--- config.mk ---
export PLATFORM = sky130hd
export DESIGN_NAME = width_bounded_fifo_shelf
export DESIGN_NICKNAME = d
export VERILOG_FILES = /design/src/design/wbfs_pkg.sv /design/src/design/wbfs_ctrl.sv /design/src/design/wbfs_dpath.sv /design/src/design/width_bounded_fifo_shelf.sv
export SDC_FILE = /design/constraint.sdc
export NUM_CORES = 1
export LEC_CHECK = 0
export BUFFER_PORTS_ARGS = -buffer_cell sky130_fd_sc_hd__buf_4
export CAP_MARGIN = 5
export CORE_MARGIN = 5
export CORE_UTILIZATION = 50
export CTS_BUF_LIST = sky130_fd_sc_hd__clkbuf_4
export DETAILED_ROUTE_END_ITERATION = 16
export HOLD_SLACK_MARGIN = 0.15
export PLACE_DENSITY_LB_ADDON = 0.05
export SLEW_MARGIN = 20
export SYNTH_ARGS = -nofsm -noshare
export SYNTH_HDL_FRONTEND = slang
export SYNTH_SLANG_ARGS = --single-unit
--- constraint.sdc ---
create_clock -name clk -period 7.6 [get_ports clk]
set_input_delay 0.38 -clock clk [delete_from_list [all_inputs] [get_ports clk]]
set_output_delay 0.38 -clock clk [all_outputs]
set_load 0.02 [all_outputs]
--- src/design/wbfs_pkg.sv ---
// shared types and constants of the width bounded fifo shelf
`timescale 1ns / 1ps
`default_nettype none
package wbfs_pkg;

	localparam int ID_W         = 16;
	localparam int WIDTH_W      = 16;
	localparam int CAP_W        = 16;
	localparam int MAX_BOOKS_DEF = 32;

	localparam logic [1:0] MODE_ADD    = 2'd0;
	localparam logic [1:0] MODE_REMOVE = 2'd1;
	localparam logic [1:0] MODE_DUMP   = 2'd2;

	typedef enum logic [2:0] {
		ST_IDLE,
		ST_ADD_CHECK,
		ST_ADD_EVICT,
		ST_REM_SCAN,
		ST_REM_SHIFT,
		ST_DUMP_START,
		ST_DUMP_OUT
	} state_t;

	typedef struct packed {
		logic [ID_W-1:0]    id;
		logic [WIDTH_W-1:0] width;
	} entry_t;

	typedef struct packed {
		logic load;
		logic clear;
		logic rd_head;
		logic evict;
		logic append;
		logic scan_rd;
		logic rem_sub;
		logic shift_wr;
		logic rem_done;
		logic dump_init;
		logic dump_rd;
		logic out_load_entry;
		logic out_load_empty;
	} cmd_t;

	typedef struct packed {
		logic too_wide;
		logic need_evict;
		logic count_zero;
		logic scan_more;
		logic rd_valid;
		logic id_match;
		logic off_one;
		logic out_free;
	} sts_t;

endpackage
`default_nettype wire

--- src/design/wbfs_ctrl.sv ---
// sequencing state machine of the shelf
`timescale 1ns / 1ps
`default_nettype none
module wbfs_ctrl
	import wbfs_pkg::*;
(
	input  wire logic       clk,
	input  wire logic       arst_n,
	input  wire logic       in_valid,
	input  wire logic [1:0] in_mode,
	output logic            in_ready,
	input  wire sts_t       sts,
	output cmd_t            cmd
);

	state_t state_q, state_d;

	always_ff @(posedge clk or negedge arst_n) begin
		if (!arst_n) begin
			state_q <= ST_IDLE;
		end else begin
			state_q <= state_d;
		end
	end

	always_comb begin
		state_d  = state_q;
		cmd      = '0;
		in_ready = 1'b0;
		case (state_q)
			ST_IDLE: begin
				in_ready = 1'b1;
				if (in_valid) begin
					cmd.load = 1'b1;
					case (in_mode)
						MODE_ADD:    state_d = ST_ADD_CHECK;
						MODE_REMOVE: state_d = ST_REM_SCAN;
						MODE_DUMP:   state_d = ST_DUMP_START;
						default:     state_d = ST_IDLE;
					endcase
				end
			end
			ST_ADD_CHECK: begin
				if (sts.too_wide) begin
					cmd.clear = 1'b1;
					state_d   = ST_IDLE;
				end else if (sts.need_evict) begin
					cmd.rd_head = 1'b1;
					state_d     = ST_ADD_EVICT;
				end else begin
					cmd.append = 1'b1;
					state_d    = ST_IDLE;
				end
			end
			ST_ADD_EVICT: begin
				cmd.evict = 1'b1;
				state_d   = ST_ADD_CHECK;
			end
			ST_REM_SCAN: begin
				cmd.scan_rd = sts.scan_more;
				if (sts.rd_valid && sts.id_match) begin
					cmd.rem_sub = 1'b1;
					state_d     = ST_REM_SHIFT;
				end else if (!sts.rd_valid && !sts.scan_more) begin
					state_d = ST_IDLE;
				end
			end
			ST_REM_SHIFT: begin
				cmd.scan_rd = sts.scan_more;
				if (sts.rd_valid) begin
					cmd.shift_wr = 1'b1;
				end else begin
					cmd.rem_done = 1'b1;
					state_d      = ST_IDLE;
				end
			end
			ST_DUMP_START: begin
				if (sts.count_zero) begin
					if (sts.out_free) begin
						cmd.out_load_empty = 1'b1;
						state_d            = ST_IDLE;
					end
				end else begin
					cmd.dump_init = 1'b1;
					state_d       = ST_DUMP_OUT;
				end
			end
			ST_DUMP_OUT: begin
				if (sts.out_free) begin
					cmd.out_load_entry = 1'b1;
					if (sts.off_one) begin
						cmd.clear = 1'b1;
						state_d   = ST_IDLE;
					end else begin
						cmd.dump_rd = 1'b1;
					end
				end
			end
			default: state_d = ST_IDLE;
		endcase
	end

endmodule
`default_nettype wire

--- src/design/wbfs_dpath.sv ---
// entry store, pointers, width sum and result register of the shelf
`timescale 1ns / 1ps
`default_nettype none
module wbfs_dpath
	import wbfs_pkg::*;
#(
	parameter int MAX_BOOKS = MAX_BOOKS_DEF
) (
	input  wire logic               clk,
	input  wire logic               arst_n,
	input  wire cmd_t               cmd,
	output sts_t                    sts,
	input  wire logic [ID_W-1:0]    in_id,
	input  wire logic [WIDTH_W-1:0] in_width,
	input  wire logic [CAP_W-1:0]   capacity,
	input  wire logic               out_ready,
	output logic                    out_valid,
	output logic [ID_W-1:0]         out_id,
	output logic                    out_empty,
	output logic                    out_last
);

	localparam int IW = (MAX_BOOKS > 1) ? $clog2(MAX_BOOKS) : 1;
	localparam int CW = $clog2(MAX_BOOKS + 1);
	localparam logic [CW:0]   MAX_EXT  = (CW+1)'(MAX_BOOKS);
	localparam logic [CW-1:0] MAX_CNT  = CW'(MAX_BOOKS);
	localparam logic [IW-1:0] LAST_IDX = IW'(MAX_BOOKS - 1);

	entry_t mem [MAX_BOOKS];

	logic [IW-1:0]      head_q;
	logic [CW-1:0]      count_q;
	logic [CW-1:0]      off_q;
	logic [WIDTH_W-1:0] total_q;
	logic [ID_W-1:0]    item_id_q;
	logic [WIDTH_W-1:0] item_w_q;
	entry_t             rdata_q;
	logic               rv_q;
	logic               out_valid_q;
	logic [ID_W-1:0]    out_id_q;
	logic               out_empty_q;
	logic               out_last_q;

	logic [CW-1:0] rd_off, wr_off;
	logic [CW:0]   rd_sum, wr_sum;
	logic [IW-1:0] rd_addr, wr_addr, head_inc;
	logic          rd_en, wr_en;
	entry_t        wr_data;
	logic [CAP_W:0] fit_sum;
	logic          out_load;

	function automatic logic in_width_gt_cap(input logic [WIDTH_W-1:0] w,
			input logic [CAP_W-1:0] c);
		in_width_gt_cap = (w > c);
	endfunction

	// logical offset from the oldest entry to physical slot
	always_comb begin
		if (cmd.rd_head) begin
			rd_off = '0;
		end else if (cmd.scan_rd) begin
			rd_off = off_q;
		end else if (cmd.dump_init) begin
			rd_off = count_q - CW'(1);
		end else begin
			rd_off = off_q - CW'(2);
		end
		wr_off = cmd.shift_wr ? (off_q - CW'(2)) : count_q;
		rd_sum = {1'b0, CW'(head_q)} + {1'b0, rd_off};
		wr_sum = {1'b0, CW'(head_q)} + {1'b0, wr_off};
		rd_addr = (rd_sum >= MAX_EXT) ? IW'(rd_sum - MAX_EXT) : IW'(rd_sum);
		wr_addr = (wr_sum >= MAX_EXT) ? IW'(wr_sum - MAX_EXT) : IW'(wr_sum);
		head_inc = (head_q == LAST_IDX) ? '0 : head_q + IW'(1);
	end

	assign rd_en   = cmd.rd_head | cmd.scan_rd | cmd.dump_init | cmd.dump_rd;
	assign wr_en   = cmd.append | cmd.shift_wr;
	assign wr_data = cmd.shift_wr ? rdata_q : entry_t'{id: item_id_q, width: item_w_q};
	assign fit_sum = {1'b0, total_q} + {1'b0, item_w_q};
	assign out_load = cmd.out_load_entry | cmd.out_load_empty;

	always_ff @(posedge clk) begin
		if (wr_en) begin
			mem[wr_addr] <= wr_data;
		end
	end

	always_ff @(posedge clk) begin
		if (rd_en) begin
			rdata_q <= mem[rd_addr];
		end
		if (cmd.load) begin
			item_id_q <= in_id;
			item_w_q  <= in_width;
		end
		if (out_load) begin
			out_id_q    <= cmd.out_load_entry ? rdata_q.id : '0;
			out_empty_q <= cmd.out_load_empty;
			out_last_q  <= cmd.out_load_empty | (off_q == CW'(1));
		end
	end

	always_ff @(posedge clk or negedge arst_n) begin
		if (!arst_n) begin
			head_q      <= '0;
			count_q     <= '0;
			off_q       <= '0;
			total_q     <= '0;
			rv_q        <= 1'b0;
			out_valid_q <= 1'b0;
		end else begin
			rv_q <= rd_en;
			if (cmd.clear) begin
				count_q <= '0;
				total_q <= '0;
			end else if (cmd.evict) begin
				count_q <= count_q - CW'(1);
				total_q <= total_q - rdata_q.width;
				head_q  <= head_inc;
			end else if (cmd.append) begin
				count_q <= count_q + CW'(1);
				total_q <= WIDTH_W'(fit_sum);
			end else if (cmd.rem_sub) begin
				total_q <= total_q - rdata_q.width;
			end else if (cmd.rem_done) begin
				count_q <= count_q - CW'(1);
			end
			if (cmd.load) begin
				off_q <= '0;
			end else if (cmd.scan_rd) begin
				off_q <= off_q + CW'(1);
			end else if (cmd.dump_init) begin
				off_q <= count_q;
			end else if (cmd.dump_rd) begin
				off_q <= off_q - CW'(1);
			end
			if (out_load) begin
				out_valid_q <= 1'b1;
			end else if (out_ready) begin
				out_valid_q <= 1'b0;
			end
		end
	end

	always_comb begin
		sts.too_wide   = in_width_gt_cap(item_w_q, capacity);
		sts.need_evict = (count_q != '0)
			&& ((fit_sum > {1'b0, capacity}) || (count_q == MAX_CNT));
		sts.count_zero = (count_q == '0);
		sts.scan_more  = (off_q < count_q);
		sts.rd_valid   = rv_q;
		sts.id_match   = (rdata_q.id == item_id_q);
		sts.off_one    = (off_q == CW'(1));
		sts.out_free   = !out_valid_q || out_ready;
	end

	assign out_valid = out_valid_q;
	assign out_id    = out_id_q;
	assign out_empty = out_empty_q;
	assign out_last  = out_last_q;

`ifndef NO_ASSERTIONS
	a_count_bound: assert property (@(posedge clk) disable iff (!arst_n)
		count_q <= MAX_CNT)
		else $error("entry count beyond store depth");

	a_evict_nonempty: assert property (@(posedge clk) disable iff (!arst_n)
		cmd.evict |-> count_q != '0)
		else $error("eviction from an empty store");

	a_shift_no_clash: assert property (@(posedge clk) disable iff (!arst_n)
		(cmd.shift_wr && cmd.scan_rd) |-> wr_addr != rd_addr)
		else $error("gap closing writes the slot being read");

	a_no_result_lost: assert property (@(posedge clk) disable iff (!arst_n)
		out_load |-> (!out_valid_q || out_ready))
		else $error("result register overwritten before transfer");
`endif

endmodule
`default_nettype wire

--- src/design/width_bounded_fifo_shelf.sv ---
// top level of the width bounded fifo shelf: stream ports, apb register, controller and datapath
// sequence: add runs a check state, plus an evict state and another check per evicted entry;
// remove makes one pipelined read per held entry through the single store read port, and the
// gap is closed behind the scan at one entry a cycle; dump: one result a cycle unless stalled
// throughput: one item at a time, the next is taken once the current one has finished
// reset: arst_n clears the controller, count, width sum and result valid flag, and sets the
// capacity to 65535; the store itself is not cleared, the count marks what is held
`timescale 1ns / 1ps
`default_nettype none
module width_bounded_fifo_shelf
	import wbfs_pkg::*;
#(
	parameter int MAX_BOOKS = MAX_BOOKS_DEF
) (
	input  wire logic        clk,
	input  wire logic        arst_n,
	// input item stream
	input  wire logic        s_axis_tvalid,
	output logic             s_axis_tready,
	input  wire logic [31:0] s_axis_tdata,  // book_id [15:0], book_width [31:16]
	input  wire logic [1:0]  s_axis_tuser,  // mode [1:0]
	// result stream
	output logic             m_axis_tvalid,
	input  wire logic        m_axis_tready,
	output logic [15:0]      m_axis_tdata,  // out_id [15:0]
	output logic [0:0]       m_axis_tuser,  // was_empty [0]
	output logic             m_axis_tlast,
	// register port
	input  wire logic        psel,
	input  wire logic        penable,
	input  wire logic        pwrite,
	input  wire logic [1:0]  paddr,
	input  wire logic [31:0] pwdata,
	output logic [31:0]      prdata,
	output logic             pready
);

	localparam logic [1:0] ADDR_CAPACITY = 2'd0;

	cmd_t cmd;
	sts_t sts;

	logic [CAP_W-1:0] cap_q;
	logic             cfg_wr;
	logic             res_empty;

	// capacity register, written in the access phase of an apb transfer
	assign pready = 1'b1;
	assign cfg_wr = psel & penable & pwrite & pready & (paddr == ADDR_CAPACITY);

	always_ff @(posedge clk or negedge arst_n) begin
		if (!arst_n) begin
			cap_q <= '1;
		end else if (cfg_wr) begin
			cap_q <= pwdata[CAP_W-1:0];
		end
	end

	// reads of any other address return zero
	assign prdata = (paddr == ADDR_CAPACITY) ? {{(32-CAP_W){1'b0}}, cap_q} : '0;

	// sequencer: walks each item through add, remove or dump
	wbfs_ctrl u_ctrl (
		.clk      (clk),
		.arst_n   (arst_n),
		.in_valid (s_axis_tvalid),
		.in_mode  (s_axis_tuser),
		.in_ready (s_axis_tready),
		.sts      (sts),
		.cmd      (cmd)
	);

	// store, pointers and result register
	wbfs_dpath #(
		.MAX_BOOKS (MAX_BOOKS)
	) u_dpath (
		.clk       (clk),
		.arst_n    (arst_n),
		.cmd       (cmd),
		.sts       (sts),
		.in_id     (s_axis_tdata[15:0]),
		.in_width  (s_axis_tdata[31:16]),
		.capacity  (cap_q),
		.out_ready (m_axis_tready),
		.out_valid (m_axis_tvalid),
		.out_id    (m_axis_tdata),
		.out_empty (res_empty),
		.out_last  (m_axis_tlast)
	);

	assign m_axis_tuser = res_empty;

endmodule
`default_nettype wire
==> reports/qor.txt <==
area of the placeable core -> 95,300 µm²
R2R Path End -> u_dpath.rdata_q[19]
FFs w/ async S/R, synth -> 4.66%
buffers inserted during post-CTS setup optimization -> 0
R2R depth -> 23
Hold Path Stages -> 5
count of pins on the block boundary -> 128
DR pass1 iterations -> 6
unrepaired setup endpoints after global routing -> no
layout cells sized above 1 -> 34.5%
worst hold-check path type -> input pin to flip-flop
number of distinct standard cells referenced by the synthesized netlist -> 83
library cell with the largest summed area after synthesis -> edfxtp_1
top cell type's share of synthesized area -> 69.0%
total half-perimeter wirelength after legalization and detailed placement -> 68.4 mm
FP Rows -> 113
Reg2Reg Setup Slack -> 0.21 ns
maximum level of the CTS H-tree -> 5
first-pass GRT wire length -> 181 mm
pin count of the biggest net entering global routing -> 51
type of the worst setup path -> flip-flop to flip-flop
number of input and output port buffers inserted -> 94
sequential cell area fraction in the yosys report -> 71.9%
beginning of the worst register-to-register path -> u_dpath.item_w_q[6]
actual slew at the worst max-slew pin -> 1.04 ns
Layout Area Growth over Synthesis -> 18.1%
antenna violations before repair -> 4
capture endpoint of the worst hold path -> u_ctrl.state_q[0]
Total Routed Length -> 124 mm
Max Cap Viol -> 0
Setup crit end kind -> flip-flop
startpoint type of the worst setup path -> flip-flop
number of nets in the final layout -> 3,205
minimum clock period -> 7.39 ns
clock transition at the registers of the reported paths -> 0.07 ns
endpoint required time on the critical path -> 8.44 ns
highest fanout seen on the critical path -> 23
clk_skew -> 0.0825 ns
status -> finished clean
count of mapped cells out of synthesis -> 2,478
floorplan die width -> 320 µm
Die Outline Area -> 103,000 µm²
DRC violation total after the first TritonRoute iteration -> 2,311
total number of vias -> 26,196
post-detailed-route DRC marker count -> 0
total overflow reported by the global router -> 0
Hold Path Origin -> s_axis_tuser[0]
final worst path period share -> 97.2%
final count of negative-setup-slack endpoints -> 0
Clock Root Buffer -> clkbuf_4
Post-Syn Area per Cell -> 19.4 µm²
Max-Slew Margin vs Limit -> 30.5%
insertion delay of the later-clocked pin in the worst-skew pair -> 1.13 ns
via count of the first global-routing pass -> 27,997
data arrival time of the critical path -> 8.23 ns
Die H -> 320 µm
final hold vios -> 0
average routed wire per standard cell -> 27.5 µm
register bit total from synthesis -> 1,160
CTS tree -> yes
gp weighted congestion -> 0.803
number of enable-type register cells in the synthesized netlist -> 1,106
GRT Util Overall -> 24.3%
prevailing post-synth register cell -> edfxtp_1
total clock buffers created by CTS -> 317
most area-consuming cells after synthesis -> edfxtp_1 69%, mux4_2 15%, ha_1 2.3%
buffers from clock root to sink, at most -> 4
fin. max-slew vios -> 0
total negative slack for setup checks -> 0 ns
Vias per Instance -> 5.82
count of clock tree sinks -> 1,160
antenna-violating nets left -> 0
total of warnings raised by yosys -> 0
Initial Util -> 50.5%
mapped cell area -> 48,100 µm²
maximum clock rate -> 0.135 GHz
[synthesized netlist by cell type (all sizes together), types with 44 or more instances]
cell type	count
mux4	320
a21oi	58
clkbuf	77
nor3	46
xnor2	44
edfxtp	1106
nand2	151
buf	49
o21ai	79
nor2	68
ha	87
inv	78
[state kept, by name, summed over array words and instances, names as in the netlist]
signal             count
u_dpath.count_q        6
u_dpath.out_id        16
u_dpath.rdata_q       32
u_dpath.off_q          6
u_dpath.out_empty      1
u_dpath.total_q       16
u_dpath.item_w_q      16
u_dpath.rv_q           1
cap_q                 16
u_dpath.out_last       1
u_dpath.item_id_q     16
u_dpath.head_q         5
u_dpath.out_valid      1
u_ctrl.state_q         3
u_dpath.mem         1024
[cell families (layout without fill, tap and decap cells)]
kind of cell               count (synthesis)  count (layout)  share of synthesized area (%)
DFF                                     1160            1160                           71.9
other                                      2              19                         0.0156
xor gates and xnor gates                  61              61                           1.13
adders and majority gates                 91              91                           2.43
buffers and inverters                    204             945                           1.78
AOI/OAI and AO/OA                        232             232                           3.07
and+or+nand+nor                          371             371                           3.64
muxes                                    357             357                           16.1
[through the flow]
step	cells	area, µm²	hold WS [ns]	utilization (%)	setup WS, ns
floorplan	2493	48200	0.0844	-	0.850
global placement	3845	51700	0.487	54.2	0.156
detailed placement	3845	51700	0.499	54.2	0.135
CTS	4499	56800	0.171	59.6	0.0705
global route	4501	56900	0.223	59.7	0.0181
finish	4501	56900	0.331	59.7	0.210
[what timing repair did]
item / in CTS / in global routing
endpoints found under the hold margin: 141 / 0
setup endpoints to repair: 0 / 29
hold buffers: 140 / 0
gates resized for setup: 0 / 1
[metal layers]
| metal | part of all wire, % | vias up | global-route usage (%) | wire (µm) |
|---|---|---|---|---|
| met4 | 1.9 | 2 | 6.94 | 2340 |
| met3 | 6.8 | 170 | 5.35 | 8400 |
| li1 | - | 11324 | - | - |
| met2 | 52 | 999 | 41.8 | 64300 |
| met5 | 0.014 | - | 0 | 17 |
| met1 | 39 | 13701 | 31.4 | 48900 |
[cells in the final DEF, fill, tap and decap left out, types with 9 or more instances in the layout]
cell              n
a21o_1           19
a21oi_1          57
and2_1           23
buf_12           47
buf_4           167
clkbuf_4        439
clkinv_1         55
clkinv_2          9
conb_1           17
dfrtp_1          38
dfstp_2          16
dlygate4sd3_1   139
edfxtp_1       1106
ha_1             86
inv_1            77
mux2_4           30
mux4_2          320
nand2_1         151
nand2b_1         11
nand3_1          20
nand4_1          10
nor2_1           52
nor2_4           16
nor2b_1          10
nor3_1           30
nor3_2           16
o21ai_0          62
o21ai_4           9
o22ai_1          13
xnor2_1          41
xor2_1           17
[worst max-delay path: stages, from the launching register on]
cell and delay, ns:
edfxtp_1 0.49, ha_1 0.41, a211o_1 0.32, or3_1 0.34, a31o_2 0.28, a21o_1 0.22, a211o_1 0.31, xor2_1 0.17
ha_1 0.32, nand3_2 0.12, nor4_4 0.40, nand2_1 0.14, a31o_1 0.28, o31ai_4 0.31, nor4_4 0.07, nor2_1 0.25
ha_4 0.17, inv_1 0.05, fa_4 0.86, buf_12 0.22, buf_12 0.22, mux4_2 0.32, mux4_2 0.51, mux2_4 0.28
[area by class of cell]
class / count / area [µm²]
fill: 7179 / 38400
sequential: 1160 / 34600
multi-input combinational: 1129 / 13100
timing repair buffer: 353 / 3590
clock buffer: 439 / 3300
tap: 1265 / 1580
clock inverter: 75 / 407
inverter: 78 / 293
antenna: 2 / 5.00
[worst max-delay path by stage]
stage                        start  slack [ns]  depth (start not counted)                   to
3_5_place_dp   u_dpath.item_w_q[6]        0.14                         23  u_dpath.rdata_q[24]
4_1_cts        u_dpath.item_w_q[6]        0.07                         23  u_dpath.rdata_q[15]
2_1_floorplan  u_dpath.item_w_q[6]        0.85                         17    u_dpath.mem[0][0]
3_3_place_gp   u_dpath.item_w_q[6]        0.16                         23  u_dpath.rdata_q[26]
5_1_grt        u_dpath.item_w_q[6]        0.02                         23  u_dpath.rdata_q[26]
6_report       u_dpath.item_w_q[6]        0.21                         23  u_dpath.rdata_q[19]
Power is left out: the tool's default activity adds up to more than one toggle a clock period on the data nets, which glitch-free logic cannot reach.
